==> src/sv/bvda_pkg.sv <==
// Shared types, constants and float helpers for the bf16 vector distance accumulator.
// No dependencies.
`default_nettype none

package bvda_pkg;

  localparam int unsigned QueueDepthDef = 4;
  localparam int unsigned Bf16Shift     = 16;
  localparam int unsigned CfgIdxW       = 2;

  localparam logic [CfgIdxW-1:0] REG_MODE = 2'd0;
  localparam logic [CfgIdxW-1:0] REG_QFMT = 2'd1;

  localparam logic [31:0] QNAN      = 32'h7FC0_0000;
  localparam logic [31:0] POS_INF   = 32'h7F80_0000;
  localparam logic [31:0] SIGN_MASK = 32'h8000_0000;

  typedef logic signed [12:0] exp_t;

  // Value = mant * 2^exp, mant msb at bit 61 when nonzero
  typedef struct packed {
    logic        sign;
    logic        nan;
    logic        inf;
    logic        zero;
    logic [61:0] mant;
    exp_t        exp;
  } prod_t;

  typedef struct packed {
    logic [15:0] data;
    logic [31:0] query;
    logic        last;
    logic        mode;
  } item_t;

  typedef struct packed {
    prod_t p;
    logic  last;
  } qent_t;

  function automatic logic [5:0] msb_pos64(input logic [63:0] m);
    logic [5:0] p;
    p = '0;
    for (int i = 0; i < 64; i++) begin
      if (m[i]) p = 6'(i);
    end
    return p;
  endfunction

  function automatic logic [63:0] shift_jam64(input logic [63:0] m, input logic [12:0] n);
    logic [63:0] mask;
    logic [63:0] r;
    if (n >= 13'd64) begin
      r = {63'b0, |m};
    end else begin
      mask = ~({64{1'b1}} << n[5:0]);
      r = (m >> n[5:0]) | {63'b0, |(m & mask)};
    end
    return r;
  endfunction

  function automatic logic f_nan(input logic [31:0] x);
    return x[30:0] > POS_INF[30:0];
  endfunction

  function automatic logic f_inf(input logic [31:0] x);
    return x[30:0] == POS_INF[30:0];
  endfunction

  function automatic logic f_zero(input logic [31:0] x);
    return x[30:0] == 31'd0;
  endfunction

  function automatic logic [23:0] unpack_mant(input logic [31:0] x);
    return (x[30:23] == 8'd0) ? {1'b0, x[22:0]} : {1'b1, x[22:0]};
  endfunction

  function automatic exp_t unpack_exp(input logic [31:0] x);
    return (x[30:23] == 8'd0) ? exp_t'(-149) : (exp_t'({5'b0, x[30:23]}) - exp_t'(150));
  endfunction

endpackage

`default_nettype wire

==> src/sv/bvda_queue.sv <==
// Small FIFO of normalized products between the front and back parts.
// Depends on bvda_pkg.
`default_nettype none

module bvda_queue
  import bvda_pkg::*;
#(
  parameter int unsigned Depth = QueueDepthDef
) (
  input  wire logic  clk_i,
  input  wire logic  rst_ni,
  input  wire logic  push_i,
  input  wire qent_t push_data_i,
  output logic       full_o,
  input  wire logic  pop_i,
  output logic       empty_o,
  output qent_t      head_o
);

  localparam int unsigned PtrW = (Depth > 1) ? $clog2(Depth) : 1;
  localparam int unsigned CntW = $clog2(Depth + 1);

  qent_t           mem_q [Depth];
  logic [PtrW-1:0] wr_q, rd_q;
  logic [CntW-1:0] cnt_q;

  assign full_o  = (cnt_q == CntW'(Depth));
  assign empty_o = (cnt_q == '0);
  assign head_o  = mem_q[rd_q];

  function automatic logic [PtrW-1:0] next_ptr(input logic [PtrW-1:0] p);
    return (p == PtrW'(Depth - 1)) ? '0 : p + PtrW'(1);
  endfunction

  always_ff @(posedge clk_i or negedge rst_ni) begin
    if (!rst_ni) begin
      wr_q  <= '0;
      rd_q  <= '0;
      cnt_q <= '0;
    end else begin
      if (push_i) wr_q <= next_ptr(wr_q);
      if (pop_i) rd_q <= next_ptr(rd_q);
      if (push_i && !pop_i) begin
        cnt_q <= cnt_q + CntW'(1);
      end else if (pop_i && !push_i) begin
        cnt_q <= cnt_q - CntW'(1);
      end
    end
  end

  always_ff @(posedge clk_i) begin
    if (push_i) mem_q[wr_q] <= push_data_i;
  end

endmodule

`default_nettype wire

==> config.mk <==
export PLATFORM = sky130hd
export DESIGN_NAME = bvda_queue
export DESIGN_NICKNAME = d
export VERILOG_FILES = /design/src/sv/bvda_pkg.sv /design/src/sv/bvda_queue.sv
export SDC_FILE = /design/constraint.sdc
export NUM_CORES = 1
export LEC_CHECK = 0
export BUFFER_PORTS_ARGS = -buffer_cell sky130_fd_sc_hd__buf_2
export CELL_PAD_IN_SITES_DETAIL_PLACEMENT = 1
export CELL_PAD_IN_SITES_GLOBAL_PLACEMENT = 2
export CORE_MARGIN = 2
export CORE_UTILIZATION = 40
export CTS_CLUSTER_SIZE = 20
export DETAILED_ROUTE_END_ITERATION = 16
export PLACE_DENSITY_LB_ADDON = 0.25
export SLEW_MARGIN = 0
export SYNTH_ARGS = -nofsm -noshare
export SYNTH_HDL_FRONTEND = slang
export SYNTH_SLANG_ARGS = --single-unit
==> constraint.sdc <==
create_clock -name clk_i -period 2.8 [get_ports clk_i]
set_input_delay 0.42 -clock clk_i [delete_from_list [all_inputs] [get_ports clk_i]]
set_output_delay 0.42 -clock clk_i [all_outputs]
set_load 0.02 [all_outputs]
==> impl_metrics.env <==
export IMPL_hold_path_depth=1
export IMPL_postCtsSetupRepairBufs=0
export IMPL_dr_pass1_iters=4
export IMPL_leakagePower_nw=4.98
export IMPL_critPathCaptureType="primary output"
export IMPL_cp_slowest_cell="dfrtp_4"
export IMPL_slowest_delay_ns=0.59
export IMPL_crit_type="reg -> out"
export IMPL_cts_buffers_inserted=36
export IMPL_num_io_pins=166
export IMPL_start_util_pct=40.6
export IMPL_worstPathRequired_ns=2.38
export IMPL_cp_max_fo=14
export IMPL_skew_ns=0.0110
export IMPL_tns_ns=0
export IMPL_cts_resized=0
export IMPL_cp_start_kind="register"
export IMPL_maxSlewHeadroom_pct=71.6
export IMPL_grt_pass1_wl_um=36800
export IMPL_yosysTopAreaCell="edfxtp_1"
export IMPL_nNetsFinal=750
export IMPL_core_um2=29600
export IMPL_synth_common_cells="320 x edfxtp_1, 80 x mux4_2, 9 x buf_2"
export IMPL_core_rowCount=63
export IMPL_syn_area_per_cell_um2=26.4
export IMPL_synthesis_nets=546
export IMPL_syn2layout_area_growth_pct=20.9
export IMPL_outcome="completed"
export IMPL_hold_viol=0
export IMPL_grt_overflow=0
export IMPL_fillCellCount=2699
export IMPL_ys_warn_count=0
export IMPL_die_w_um=177
export IMPL_cap_violations=0
export IMPL_gp_congestion=0.697
export IMPL_clockBufferDepth=3
export IMPL_grt_max_degree=43
export IMPL_cp_depth=3
export IMPL_cp_top_family="flip-flops"
export IMPL_synth_most_common_cell="edfxtp_1"
export IMPL_setup_viol=0
export IMPL_post_dp_hpwl_um=15100
export IMPL_min_path_type="in -> reg"
export IMPL_synth_ff_latch_count=327
export IMPL_yosysSeqAreaShare_pct=81.3
export IMPL_drv_slew=0
export IMPL_yosysUniqueCellTypes=19
export IMPL_antenna_found_initial=2
export IMPL_timing_final_crit_share_pct=93.7
export IMPL_layout_cells_non_filler=1074
export IMPL_reg2reg_depth=4
export IMPL_ys_top_cells_by_area="edfxtp_1 80%, mux4_2 15%, dfrtp_1 1.5%"
export IMPL_htreeDepth=2
export IMPL_clock_sinks=327
export IMPL_cts_tree="built"
export IMPL_synth_top_area_share_pct=79.9
export IMPL_synthesis_area_um2=12000
export IMPL_p_per_area_nw_per_um2=1090
export IMPL_ant_nets=0
export IMPL_cp_num_buf_inv=2
export IMPL_vias=5424
export IMPL_synth_cells=455
export IMPL_wl_per_cell_um=22.3
export IMPL_placed_cells_incl_taps=1010
export IMPL_ys_flop_type="edfxtp_1"
export IMPL_period_needed_ns=2.62
export IMPL_drcViolationCount=0
export IMPL_path_cells="buf_4 > mux4_2 > buf_2"
export IMPL_synthArstFlopShare_pct=2.14
export IMPL_tightest_slew_ns=0.426
export IMPL_hold_ws_ns=0.132
export IMPL_clock_latency_ns=0.50
export IMPL_clkSlewWorstSetupHoldPaths_ns=0.06
export IMPL_drive_gt1_share_pct=46.9
export IMPL_vias_per_cell=5.05
export IMPL_die_area_um2=31500
export IMPL_cts_root_buf="clkbuf_16"
export IMPL_critPathArrivalTime_ns=2.20
export IMPL_vdd_drop_max_mv=0.492
export IMPL_max_freq_mhz=381
export IMPL_port_buffer_count=165
export IMPL_grt_pass1_vias=6063
export IMPL_die_y_um=177
export IMPL_synth_edff_count=320
export IMPL_rsz0062_at_grt="no"
export IMPL_grt_usage_pct=15.6
export IMPL_drt_iter0_markers=305
export IMPL_wl_um=24000
report_power, final:
| group | internal, mW | leakage, nW | switching, mW |
|---|---|---|---|
| clock | 2.79 | 0.556 | 1.81 |
| sequential | 6.28 | 3.02 | 0.326 |
| combinational | 1.99 | 1.41 | 2.70 |
routing by layer:
layer  share of wire (%)  track usage [%]  vias up
met2                  52             27.0      132
met3                 4.8             3.53       39
li1                    -                -     2365
met5               0.054                0        -
met4                 2.1             4.44        2
met1                  41             19.8     2886
path summary, 6_finish.rpt:
path	from	end	slack [ns]
max reg2reg	wr_q[0]	mem_q[2][4]	0.97
min reg2reg	cnt_q[2]	cnt_q[2]	0.51
min	push_data_i[28]	mem_q[0][28]	0.13
max	rd_q[0]	head_o[55]	0.18
min in group asynchronous	rst_ni	cnt_q[0]	0.30
max in group asynchronous	rst_ni	rd_q[1]	2.31
layout make-up:
class                   instances  area [um2]  area share [%]
clock inverters                16         188            1.29
inverters                       4        15.0           0.103
well taps                     390         488            3.35
diodes                          1        2.50          0.0172
multi-input cells             106        2030            14.0
repair buffers                184        1070            7.36
clock buffers                  46         960            6.60
flip-flops and latches        327        9790            67.3
layout by cell type, fill, tap and decap left out, types with 3 or more instances in the layout:
| master | synthesis | layout |
|---|---|---|
| mux4_2 | 80 | 80 |
| and2_4 | 0 | 4 |
| nor2_1 | 3 | 3 |
| mux2_2 | 3 | 3 |
| buf_12 | 7 | 8 |
| buf_4 | 0 | 10 |
| ha_1 | 6 | 6 |
| dfrtp_1 | 7 | 5 |
| inv_1 | 4 | 4 |
| edfxtp_1 | 320 | 320 |
| buf_2 | 9 | 165 |
| clkbuf_1 | 0 | 9 |
| bufinv_16 | 0 | 4 |
| clkinv_1 | 0 | 5 |
| clkbuf_16 | 0 | 37 |
| clkinv_2 | 0 | 3 |
what timing repair did:
action,in CTS,in global routing
endpoints found under the hold margin,7,0
hold buffers,1,0
endpoints found under the setup margin,0,0
flip-flops by register name, indices dropped and copies added (netlist names):
signal	flops
cnt_q	3
mem_q	320
rd_q	2
wr_q	2
stage by stage:
stage               cell area [um2]  util, %  setup slack, ns  power (mW)
detailed placement            13400     45.2            0.658        11.6
floorplan                     12000        -            0.744        10.0
CTS                           14500     49.1            0.121        16.2
global placement              13400     45.2            0.709        11.4
global route                  14500     49.1           0.0597        16.6
finish                        14500     49.1            0.178        15.9
cell families (layout without fill, tap and decap cells):
logic type	Yosys count	after routing	share of synthesized area, %
flip-flops	327	327	81.3
multiplexers	83	83	15.3
buffers and inverters	22	250	1.88
AND/OR/NAND/NOR	11	11	0.468
adder cells (fa/ha/maj)	7	7	0.790
XOR/XNOR	3	3	0.218
AO/OA/AOI/OAI	2	2	0.0832
other	0	1	0
worst register-to-register path, delay by kind of cell, from the launching register on:
kind	cells	cell delay, ns
buf+inv	2	0.50
fa+ha+maj	1	0.16
simple gates	1	0.42
flops	1	0.42
(Power assumes the default switching activity.)
