<file path="src/sv/bvda_pkg.sv">
// Shared types, constants and float helpers for the bf16 vector distance accumulator.
// No dependencies.
`default_nettype none

package bvda_pkg;

  localparam int unsigned QueueDepthDef = 4;
  localparam int unsigned Bf16Shift     = 16;
  localparam int unsigned CfgIdxW       = 2;

  localparam logic [CfgIdxW-1:0] REG_MODE = 2'd0;
  localparam logic [CfgIdxW-1:0] REG_QFMT = 2'd1;

  localparam logic [31:0] QNAN      = 32'h7FC0_0000;
  localparam logic [31:0] POS_INF   = 32'h7F80_0000;
  localparam logic [31:0] SIGN_MASK = 32'h8000_0000;

  typedef logic signed [12:0] exp_t;

  // Value = mant * 2^exp, mant msb at bit 61 when nonzero
  typedef struct packed {
    logic        sign;
    logic        nan;
    logic        inf;
    logic        zero;
    logic [61:0] mant;
    exp_t        exp;
  } prod_t;

  typedef struct packed {
    logic [15:0] data;
    logic [31:0] query;
    logic        last;
    logic        mode;
  } item_t;

  typedef struct packed {
    prod_t p;
    logic  last;
  } qent_t;

  function automatic logic [5:0] msb_pos64(input logic [63:0] m);
    logic [5:0] p;
    p = '0;
    for (int i = 0; i < 64; i++) begin
      if (m[i]) p = 6'(i);
    end
    return p;
  endfunction

  function automatic logic [63:0] shift_jam64(input logic [63:0] m, input logic [12:0] n);
    logic [63:0] mask;
    logic [63:0] r;
    if (n >= 13'd64) begin
      r = {63'b0, |m};
    end else begin
      mask = ~({64{1'b1}} << n[5:0]);
      r = (m >> n[5:0]) | {63'b0, |(m & mask)};
    end
    return r;
  endfunction

  function automatic logic f_nan(input logic [31:0] x);
    return x[30:0] > POS_INF[30:0];
  endfunction

  function automatic logic f_inf(input logic [31:0] x);
    return x[30:0] == POS_INF[30:0];
  endfunction

  function automatic logic f_zero(input logic [31:0] x);
    return x[30:0] == 31'd0;
  endfunction

  function automatic logic [23:0] unpack_mant(input logic [31:0] x);
    return (x[30:23] == 8'd0) ? {1'b0, x[22:0]} : {1'b1, x[22:0]};
  endfunction

  function automatic exp_t unpack_exp(input logic [31:0] x);
    return (x[30:23] == 8'd0) ? exp_t'(-149) : (exp_t'({5'b0, x[30:23]}) - exp_t'(150));
  endfunction

endpackage

`default_nettype wire

</file>
<file path="src/sv/bvda_fadd.sv">
// Four-stage adder: exact product plus binary32 addend, one RNE rounding.
// Depends on bvda_pkg.
`default_nettype none

module bvda_fadd
  import bvda_pkg::*;
(
  input  wire logic        clk_i,
  input  wire logic        rst_ni,
  input  wire logic        en_i,
  input  wire logic        v_i,
  input  wire prod_t       p_i,
  input  wire logic [31:0] c_i,
  output logic             v_o,
  output logic [31:0]      res_o
);

  // stage 1: specials, align
  logic        v1_q, spec1_q, sp1_q, sc1_q;
  logic [31:0] sval1_q;
  logic [63:0] am1_q, bm1_q;
  exp_t        e1_q;
  // stage 2: add
  logic        v2_q, spec2_q, s2_q;
  logic [31:0] sval2_q;
  logic [63:0] m2_q;
  exp_t        e2_q;
  // stage 3: leading one
  logic        v3_q, spec3_q, s3_q;
  logic [31:0] sval3_q;
  logic [63:0] m3_q;
  exp_t        e3_q;
  logic [5:0]  pos3_q;
  // stage 4: rounded result
  logic        v4_q;
  logic [31:0] res4_q;

  logic        c_nan, c_inf, c_zero, sp, sc;
  logic        spec1_d;
  logic [31:0] sval1_d;
  logic [23:0] mc;
  logic [5:0]  pc;
  logic [63:0] mc_n, mp, am1_d, bm1_d;
  exp_t        ec_n, e1_d;

  always_comb begin
    c_nan  = f_nan(c_i);
    c_inf  = f_inf(c_i);
    c_zero = f_zero(c_i);
    sp     = p_i.sign;
    sc     = c_i[31];
    mc     = unpack_mant(c_i);
    pc     = msb_pos64({40'b0, mc});
    mc_n   = {40'b0, mc} << (6'd61 - pc);
    ec_n   = unpack_exp(c_i) - exp_t'({7'b0, 6'd61 - pc});
    mp     = {2'b0, p_i.mant};

    spec1_d = 1'b1;
    sval1_d = '0;
    if (p_i.nan || c_nan) begin
      sval1_d = QNAN;
    end else if (p_i.inf) begin
      sval1_d = (c_inf && (sc != sp)) ? QNAN : {sp, POS_INF[30:0]};
    end else if (c_inf) begin
      sval1_d = c_i;
    end else if (p_i.zero) begin
      sval1_d = c_zero ? ((sp == sc) ? c_i : 32'd0) : c_i;
    end else begin
      spec1_d = 1'b0;
    end

    if (c_zero) begin
      am1_d = mp;
      bm1_d = '0;
      e1_d  = p_i.exp;
    end else if (p_i.exp >= ec_n) begin
      am1_d = mp;
      bm1_d = shift_jam64(mc_n, 13'(p_i.exp - ec_n));
      e1_d  = p_i.exp;
    end else begin
      am1_d = shift_jam64(mp, 13'(ec_n - p_i.exp));
      bm1_d = mc_n;
      e1_d  = ec_n;
    end
  end

  logic [63:0] m2_d;
  logic        s2_d, spec2_d;
  logic [31:0] sval2_d;

  always_comb begin
    if (sp1_q == sc1_q) begin
      m2_d = am1_q + bm1_q;
      s2_d = sp1_q;
    end else if (am1_q >= bm1_q) begin
      m2_d = am1_q - bm1_q;
      s2_d = sp1_q;
    end else begin
      m2_d = bm1_q - am1_q;
      s2_d = sc1_q;
    end
    spec2_d = spec1_q;
    sval2_d = sval1_q;
    // exact cancellation gives +0
    if (!spec1_q && (m2_d == 64'd0)) begin
      spec2_d = 1'b1;
      sval2_d = 32'd0;
    end
  end

  exp_t        sh, lim, elsb, nsh, bexp;
  logic [63:0] mm, q, rem, half;
  logic [5:0]  shu;
  logic [33:0] total;
  logic [31:0] res4_d;

  always_comb begin
    sh  = exp_t'({7'b0, pos3_q}) - exp_t'(23);
    lim = exp_t'(-149) - e3_q;
    if (lim > sh) sh = lim;
    elsb = e3_q + sh;
    mm   = m3_q;
    nsh  = exp_t'(0) - sh;
    q    = '0;
    rem  = '0;
    half = '0;
    shu  = '0;
    if (sh <= exp_t'(0)) begin
      q = mm << nsh[5:0];
    end else begin
      if (sh > exp_t'(62)) begin
        mm = shift_jam64(mm, 13'(sh - exp_t'(62)));
        sh = exp_t'(62);
      end
      shu  = sh[5:0];
      q    = mm >> shu;
      rem  = mm & ~({64{1'b1}} << shu);
      half = 64'd1 << (shu - 6'd1);
      if ((rem > half) || ((rem == half) && q[0])) q = q + 64'd1;
    end
    bexp  = elsb + exp_t'(149);
    total = ({21'b0, bexp} << 23) + q[33:0];
    if (total >= {2'b0, POS_INF}) total = {2'b0, POS_INF};
    res4_d = spec3_q ? sval3_q : {s3_q, total[30:0]};
  end

  always_ff @(posedge clk_i or negedge rst_ni) begin
    if (!rst_ni) begin
      v1_q <= 1'b0;
      v2_q <= 1'b0;
      v3_q <= 1'b0;
      v4_q <= 1'b0;
    end else if (en_i) begin
      v1_q <= v_i;
      v2_q <= v1_q;
      v3_q <= v2_q;
      v4_q <= v3_q;
    end
  end

  always_ff @(posedge clk_i) begin
    if (en_i) begin
      spec1_q <= spec1_d;
      sval1_q <= sval1_d;
      sp1_q   <= sp;
      sc1_q   <= sc;
      am1_q   <= am1_d;
      bm1_q   <= bm1_d;
      e1_q    <= e1_d;
      spec2_q <= spec2_d;
      sval2_q <= sval2_d;
      s2_q    <= s2_d;
      m2_q    <= m2_d;
      e2_q    <= e1_q;
      spec3_q <= spec2_q;
      sval3_q <= sval2_q;
      s3_q    <= s2_q;
      m3_q    <= m2_q;
      e3_q    <= e2_q;
      pos3_q  <= msb_pos64(m2_q);
      res4_q  <= res4_d;
    end
  end

  assign v_o   = v4_q;
  assign res_o = res4_q;

endmodule

`default_nettype wire

</file>
<file path="src/sv/bvda_back.sv">
// Back part: adds each queued product into the running sum, emits the sum on last.
// Depends on bvda_pkg and bvda_fadd.
`default_nettype none

module bvda_back
  import bvda_pkg::*;
(
  input  wire logic  clk_i,
  input  wire logic  rst_ni,
  input  wire logic  empty_i,
  input  wire qent_t head_i,
  output logic       pop_o,
  output logic       out_valid_o,
  input  wire logic  out_ready_i,
  output logic [31:0] distance_o
);

  logic        busy_q, last_q, out_valid_q;
  logic [31:0] sum_q, out_q;
  logic        issue, res_v;
  logic [31:0] res;

  // a last item waits until the output register is free
  assign issue = !busy_q && !empty_i && (!head_i.last || !out_valid_q);
  assign pop_o = issue;

  bvda_fadd u_acc (
    .clk_i  (clk_i),
    .rst_ni (rst_ni),
    .en_i   (1'b1),
    .v_i    (issue),
    .p_i    (head_i.p),
    .c_i    (sum_q),
    .v_o    (res_v),
    .res_o  (res)
  );

  always_ff @(posedge clk_i or negedge rst_ni) begin
    if (!rst_ni) begin
      busy_q      <= 1'b0;
      last_q      <= 1'b0;
      out_valid_q <= 1'b0;
      sum_q       <= '0;
    end else begin
      if (issue) begin
        busy_q <= 1'b1;
        last_q <= head_i.last;
      end else if (res_v) begin
        busy_q <= 1'b0;
      end
      if (res_v) begin
        sum_q <= last_q ? 32'd0 : res;
      end
      if (res_v && last_q) begin
        out_valid_q <= 1'b1;
      end else if (out_ready_i) begin
        out_valid_q <= 1'b0;
      end
    end
  end

  always_ff @(posedge clk_i) begin
    if (res_v && last_q) out_q <= res;
  end

  assign out_valid_o = out_valid_q;
  assign distance_o  = out_q;

  a_issue_idle: assert property (@(posedge clk_i) disable iff (!rst_ni)
    issue |-> !busy_q)
    else $error("issue while add in flight");

  a_res_busy: assert property (@(posedge clk_i) disable iff (!rst_ni)
    res_v |-> busy_q)
    else $error("add result without pending item");

  a_last_clear: assert property (@(posedge clk_i) disable iff (!rst_ni)
    (res_v && last_q) |=> (sum_q == 32'd0) && out_valid_q)
    else $error("sum not cleared or result not shown after last item");

  a_no_overwrite: assert property (@(posedge clk_i) disable iff (!rst_ni)
    (res_v && last_q) |-> !out_valid_q)
    else $error("result register overwritten");

endmodule

`default_nettype wire

</file>
<file path="config.mk">
export PLATFORM = sky130hd
export DESIGN_NAME = bvda_back
export DESIGN_NICKNAME = d
export VERILOG_FILES = /design/src/sv/bvda_pkg.sv /design/src/sv/bvda_fadd.sv /design/src/sv/bvda_back.sv
export SDC_FILE = /design/constraint.sdc
export NUM_CORES = 2
export LEC_CHECK = 0
export BUFFER_PORTS_ARGS = -buffer_cell sky130_fd_sc_hd__clkbuf_2
export CAP_MARGIN = 20
export CORE_AREA = 2 2 277 415
export CTS_CLUSTER_DIAMETER = 150
export DETAILED_ROUTE_END_ITERATION = 12
export DIE_AREA = 0 0 279 417
export PLACE_DENSITY = 0.7
export SLEW_MARGIN = 40
export SYNTH_ARGS = -nofsm -noshare
export SYNTH_HDL_FRONTEND = slang
export SYNTH_SLANG_ARGS = --single-unit
</file>
<file path="constraint.sdc">
create_clock -name clk_i -period 13.8 [get_ports clk_i]
set_input_delay 4.14 -clock clk_i [delete_from_list [all_inputs] [get_ports clk_i]]
set_output_delay 4.14 -clock clk_i [all_outputs]
set_load 0.02 [all_outputs]
</file>
==> metrics.txt, run 1 <==
# TYPE chip_impl_metric gauge
chip_impl_metric{name="dpl.hpwl",unit="um"} 270000
chip_impl_info{name="flow.first_error",value="[ERROR GRT-0116] Global routing finished with congestion. Check the congestion regions in the DRC Viewer."} 1
chip_impl_metric{name="synth-warning-count",unit=""} 0
chip_impl_metric{name="die-width",unit="um"} 279
chip_impl_metric{name="port-buffer-count",unit=""} 117
chip_impl_metric{name="placement.setup.worst_slack",unit="ns"} -0.504
chip_impl_metric{name="numCtsBuffers",unit=""} 40
chip_impl_metric{name="initial_util",unit="%"} 49.6
chip_impl_metric{name="synth_area",unit="um^2"} 56000
chip_impl_metric{name="netlist_instances",unit=""} 7761
chip_impl_metric{name="synthesis.area_per_instance",unit="um^2"} 7.21
chip_impl_metric{name="synth_sequential_area_ratio",unit="%"} 19.0
chip_impl_info{name="synth.most_common_cell",value="sky130_fd_sc_hd__nand2_1"} 1
chip_impl_metric{name="cts_num_sinks",unit=""} 505
chip_impl_info{name="stop_stage",value="global routing"} 1
chip_impl_info{name="synth_top_area_cell",value="sky130_fd_sc_hd__dfxtp_1"} 1
chip_impl_info{name="cts.root.buffer_cell",value="sky130_fd_sc_hd__clkbuf_16"} 1
chip_impl_info{name="outcome",value="did not finish"} 1
chip_impl_info{name="synth_top_flop_cell",value="sky130_fd_sc_hd__dfxtp_1"} 1
chip_impl_metric{name="postCtsHoldBufs",unit=""} 0
chip_impl_metric{name="synth_fp_nets",unit=""} 8181
chip_impl_metric{name="yosys_register_bits",unit=""} 505
chip_impl_metric{name="grtUsageTotal",unit="%"} 66.7
chip_impl_metric{name="grt_pass1_wl",unit="um"} 565000
chip_impl_metric{name="htreeDepth",unit=""} 2
chip_impl_metric{name="place.detailed.instances",unit=""} 9028
chip_impl_metric{name="first_global_vias",unit=""} 72900
chip_impl_metric{name="synth-edff-count",unit=""} 32
chip_impl_metric{name="grt_overflow",unit=""} 971
chip_impl_metric{name="pin_count_of_the_biggest_net_entering_global_routing",unit=""} 100
chip_impl_metric{name="place.gp.congestion",unit=""} 1.45
chip_impl_metric{name="die-height",unit="um"} 417
chip_impl_metric{name="async_flop_share",unit="%"} 7.72
chip_impl_info{name="synth_top_cells_by_count",value="sky130_fd_sc_hd__nand2_1, sky130_fd_sc_hd__a21oi_1, sky130_fd_sc_hd__nor2_1"} 1
chip_impl_metric{name="placementRows",unit=""} 151
chip_impl_metric{name="pin_count",unit=""} 118
chip_impl_metric{name="synth.lib_cells_used.distinct",unit=""} 116
chip_impl_metric{name="cts_buffer_depth",unit=""} 3
chip_impl_info{name="synth.area.top_cells",value="sky130_fd_sc_hd__dfxtp_1, sky130_fd_sc_hd__ha_1, sky130_fd_sc_hd__a21oi_1"} 1
chip_impl_metric{name="yosysTopAreaCellShare",unit="%"} 15.5
[through the flow]
stage | hold WS, ns | area (um^2)
after CTS | 0.325 | 60200
after detailed placement | 0.312 | 58700
after global placement | 0.310 | 58400
after floorplan | 0.310 | 56000
[metal layers]
layer | track usage (%) | GRT overflow
met4 | 73.9 | 244
met5 | 10.0 | 1
met3 | 41.0 | 20
met1 | 63.3 | 9
met2 | 92.6 | 697
[logic make-up after synthesis]
family	Yosys count	share of synthesized area, %
DFF	505	19.0
and+or+nand+nor	2485	20.7
muxes	400	8.87
other	1	0.00670
AOI/OAI and AO/OA	2867	33.9
xor gates and xnor gates	165	2.60
adders and majority gates	338	7.64
buffers and inverters	1000	7.34
[repair_timing]
item                                    4_1_cts
pin swaps                                     0
buffers inserted                              0
resized for setup                             6
endpoints found under the setup margin       31
==> inputs of run 2 (changes only) <==
CORE_AREA = 2 2 403 405   (was 2 2 277 415)
CTS_CLUSTER_DIAMETER = default   (was 150)
DIE_AREA = 0 0 405 407   (was 0 0 279 417)
PLACE_DENSITY = default   (was 0.7)
PLACE_DENSITY_LB_ADDON = 0.15   (was default)
clock period = 17.9 ns   (was 13.8 ns; I/O delays follow)
==> metrics.txt, run 2 <==
# TYPE chip_impl_metric gauge
chip_impl_metric{name="worst_pin_slew",unit="ns"} 1.01
chip_impl_metric{name="grt_overflow",unit=""} 0
chip_impl_metric{name="pin_count_of_the_biggest_net_entering_global_routing",unit=""} 100
chip_impl_metric{name="port-buffer-count",unit=""} 117
chip_impl_info{name="slowest_stage_cell_cp",value="sky130_fd_sc_hd__dfxtp_1"} 1
chip_impl_metric{name="synth.lib_cells_used.distinct",unit=""} 116
chip_impl_metric{name="synth-compound-area-share",unit="%"} 33.9
chip_impl_metric{name="post_synth_xor_area_fraction",unit="%"} 2.60
chip_impl_metric{name="critical_path.max_fanout",unit=""} 42
chip_impl_metric{name="worst_path_largest_cell_delay",unit="ns"} 0.85
chip_impl_metric{name="tns_setup",unit="ns"} 0
chip_impl_metric{name="synth-warning-count",unit=""} 0
chip_impl_info{name="top_regs",value="u_acc.bm1_q: 64 flops, u_acc.m2_q: 64 flops, u_acc.m3_q: 64 flops"} 1
chip_impl_metric{name="cts_buffer_depth",unit=""} 3
chip_impl_info{name="cts_tree",value="yes"} 1
chip_impl_metric{name="drtIter0Drc",unit=""} 9306
chip_impl_metric{name="die-height",unit="um"} 407
chip_impl_metric{name="layout-area-overhead-vs-synth",unit="%"} 10.1
chip_impl_metric{name="finalMaxSlewViolations",unit=""} 0
chip_impl_info{name="synth.most_common_cell",value="sky130_fd_sc_hd__nand2_1"} 1
chip_impl_metric{name="timing_hold_violations_final",unit=""} 0
chip_impl_metric{name="netlist_instances",unit=""} 7761
chip_impl_metric{name="worstPathArrival",unit="ns"} 16.38
chip_impl_info{name="holdCritPathClass",value="reg -> reg"} 1
chip_impl_info{name="synth_top_cells_by_count",value="sky130_fd_sc_hd__nand2_1, sky130_fd_sc_hd__a21oi_1, sky130_fd_sc_hd__nor2_1"} 1
chip_impl_metric{name="drc_viols",unit=""} 0
chip_impl_metric{name="drt-wirelength-per-cell",unit="um"} 38.1
chip_impl_metric{name="finalWorstPathRequiredPeriod",unit="ns"} 15.81
chip_impl_metric{name="synth_fp_nets",unit=""} 8181
chip_impl_metric{name="num_vias",unit=""} 67400
chip_impl_metric{name="drtAntennaViolNets",unit=""} 0
chip_impl_metric{name="htreeDepth",unit=""} 2
chip_impl_metric{name="synthesis.area_per_instance",unit="um^2"} 7.21
chip_impl_info{name="outcome",value="finished, final reports clean"} 1
chip_impl_metric{name="required",unit="ns"} 18.48
chip_impl_metric{name="clock-skew-final",unit="ns"} 0.0727
chip_impl_info{name="end_kind",value="flop"} 1
chip_impl_metric{name="yosys_register_bits",unit=""} 505
chip_impl_metric{name="async_flop_share",unit="%"} 7.72
chip_impl_metric{name="clk_pin_slew_worst_paths",unit="ns"} 0.09
chip_impl_metric{name="die-width",unit="um"} 405
chip_impl_metric{name="drv.max_cap_violation_count",unit=""} 0
chip_impl_info{name="synth_top_area_cell",value="sky130_fd_sc_hd__dfxtp_1"} 1
chip_impl_metric{name="simple_gate_portion_of_the_synthesized_area",unit="%"} 20.7
chip_impl_metric{name="initial_util",unit="%"} 34.9
chip_impl_metric{name="ff_latch_area",unit="um^2"} 10600
chip_impl_metric{name="multiInputGateArea",unit="um^2"} 42200
chip_impl_metric{name="place.gp.congestion",unit=""} 1.07
chip_impl_metric{name="route.detailed.vias_per_inst",unit=""} 6.85
chip_impl_metric{name="design.die.area",unit="um^2"} 165000
chip_impl_metric{name="synth-edff-count",unit=""} 32
chip_impl_metric{name="post-cts-setup-buffer-count",unit=""} 0
chip_impl_metric{name="antenna_found_initial",unit=""} 22
chip_impl_info{name="synth_top_flop_cell",value="sky130_fd_sc_hd__dfxtp_1"} 1
chip_impl_metric{name="synth_area",unit="um^2"} 56000
chip_impl_metric{name="first_global_vias",unit=""} 63700
chip_impl_metric{name="filler_cell_count",unit=""} 17100
chip_impl_metric{name="max-slew-margin-rel",unit="%"} 31.7
chip_impl_metric{name="synth_mux_area_share",unit="%"} 8.87
chip_impl_metric{name="dpl.hpwl",unit="um"} 291000
chip_impl_metric{name="synth_sequential_area_ratio",unit="%"} 19.0
chip_impl_metric{name="routed_wirelength",unit="um"} 375000
chip_impl_metric{name="postCtsHoldBufs",unit=""} 0
chip_impl_metric{name="initial_drt_pass_iterations",unit=""} 9
chip_impl_info{name="synth.area.top_cells",value="sky130_fd_sc_hd__dfxtp_1, sky130_fd_sc_hd__ha_1, sky130_fd_sc_hd__a21oi_1"} 1
chip_impl_metric{name="final_layout_size_suffix_gt1_share",unit="%"} 11.2
chip_impl_info{name="layout_common_cells",value="sky130_fd_sc_hd__nand2_1, sky130_fd_sc_hd__a21oi_1, sky130_fd_sc_hd__nor2_1, sky130_fd_sc_hd__o21ai_0, sky130_fd_sc_hd__dfxtp_1"} 1
chip_impl_info{name="timing.critical_path.from_type",value="flop"} 1
chip_impl_metric{name="cts_num_sinks",unit=""} 505
chip_impl_metric{name="post_synth_fa_ha_maj_area_fraction",unit="%"} 7.64
chip_impl_metric{name="period_utilization_post_route",unit="%"} 88.3
chip_impl_metric{name="setup_viol",unit=""} 0
chip_impl_metric{name="pin_count",unit=""} 118
chip_impl_info{name="setup_repair_after_global_routing_missed_its_margin",value="false"} 1
chip_impl_info{name="worst-setup-path-type",value="reg -> reg"} 1
chip_impl_metric{name="grtUsageTotal",unit="%"} 43.9
chip_impl_metric{name="design.final.nets",unit=""} 8044
chip_impl_info{name="cts.root.buffer_cell",value="sky130_fd_sc_hd__clkbuf_16"} 1
chip_impl_info{name="layout.cells.most_common",value="sky130_fd_sc_hd__nand2_1"} 1
chip_impl_metric{name="placementRows",unit=""} 147
chip_impl_metric{name="numCtsBuffers",unit=""} 50
chip_impl_metric{name="fp.coreArea",unit="um^2"} 160000
chip_impl_metric{name="grt_pass1_wl",unit="um"} 513000
chip_impl_metric{name="worst_skew_pair.late_latency",unit="ns"} 0.68
chip_impl_info{name="main_combinational_cell_family_by_area_after_synthesis",value="compound AO/OA/AOI/OAI gates"} 1
chip_impl_metric{name="clock.fmax",unit="GHz"} 0.0633
chip_impl_metric{name="yosysTopAreaCellShare",unit="%"} 15.5
chip_impl_metric{name="cts.repair.resized",unit=""} 0
chip_impl_info{name="path_common_cell",value="sky130_fd_sc_hd__a21oi_1"} 1
==> run 2: cell counts after synthesis <==
Identical to the previous run, type by type.
==> run 2: path summary, 6_finish.rpt <==
| path | cells past startpoint | endpoint | slack (ns) | startpoint |
|---|---|---|---|---|
| setup / recovery | 59 | u_acc.res_o[19] | 2.09 | u_acc.e3_q[2] |
| min in group asynchronous | 1 | busy_q | 4.71 | rst_ni |
| hold reg to reg | 0 | u_acc.sval3_q[6] | 0.32 | u_acc.sval2_q[6] |
| max in group asynchronous | 1 | sum_q[8] | 12.76 | rst_ni |
| setup reg to reg | 59 | u_acc.res_o[19] | 2.09 | u_acc.e3_q[2] |
| hold / removal | 0 | u_acc.sval3_q[6] | 0.32 | u_acc.sval2_q[6] |
==> run 2: cell families (layout without fill, tap and decap cells) <==
family          Yosys count  after routing
xor+xnor                165            165
flops                   505            505
mux                     400            400
compound gates         2867           2867
buf+inv                1000            905
simple gates           2485           2485
other cells               1             17
fa+ha+maj               338            338
==> run 2: layer usage <==
layer	GRT usage, %	share of wire, %	up-vias
met3	8.78	9.0	1304
met4	37.7	11	4
li1	-	-	28700
met1	50.8	37	32800
met5	0	0.0075	-
met2	69.5	44	4513
==> run 2: through the flow <==
stage / area [um^2] / hold WS [ns] / cells / worst slack, ns / utilization (%)
after global placement: 59300 / 0.311 / 9723 / 2.61 / 37.0
after CTS: 61500 / 0.323 / 9825 / 2.49 / 38.4
after detailed placement: 59700 / 0.312 / 9731 / 2.57 / 37.3
after global routing: 61600 / 0.327 / 9831 / 1.26 / 38.5
after floorplan: 56000 / 0.310 / 7761 / 4.45 / -
final: 61600 / 0.322 / 9842 / 2.09 / 38.5
==> run 2: area by class of cell <==
class | instances | area share, %
Antenna cell | 16 | 0.0650
Clock buffer | 64 | 2.30
Clock inverter | 30 | 0.591
Inverter | 409 | 2.50
Multi-Input combinational cell | 6256 | 68.4
Sequential cell | 505 | 17.2
Tap cell | 2160 | 4.39
Timing Repair Buffer | 402 | 4.53
==> run 2: worst max-delay path: cells and delay by family, from the launching register on <==
kind | cells | cell delay (ns)
flops | 1 | 0.85
fa+ha+maj | 5 | 1.94
buf+inv | 7 | 2.04
xor+xnor | 5 | 0.89
simple gates | 14 | 4.01
compound gates | 28 | 5.88
Power of run 2 is left out: the tool's default activity adds up to more than one toggle a clock period on the data nets, which glitch-free logic cannot reach.
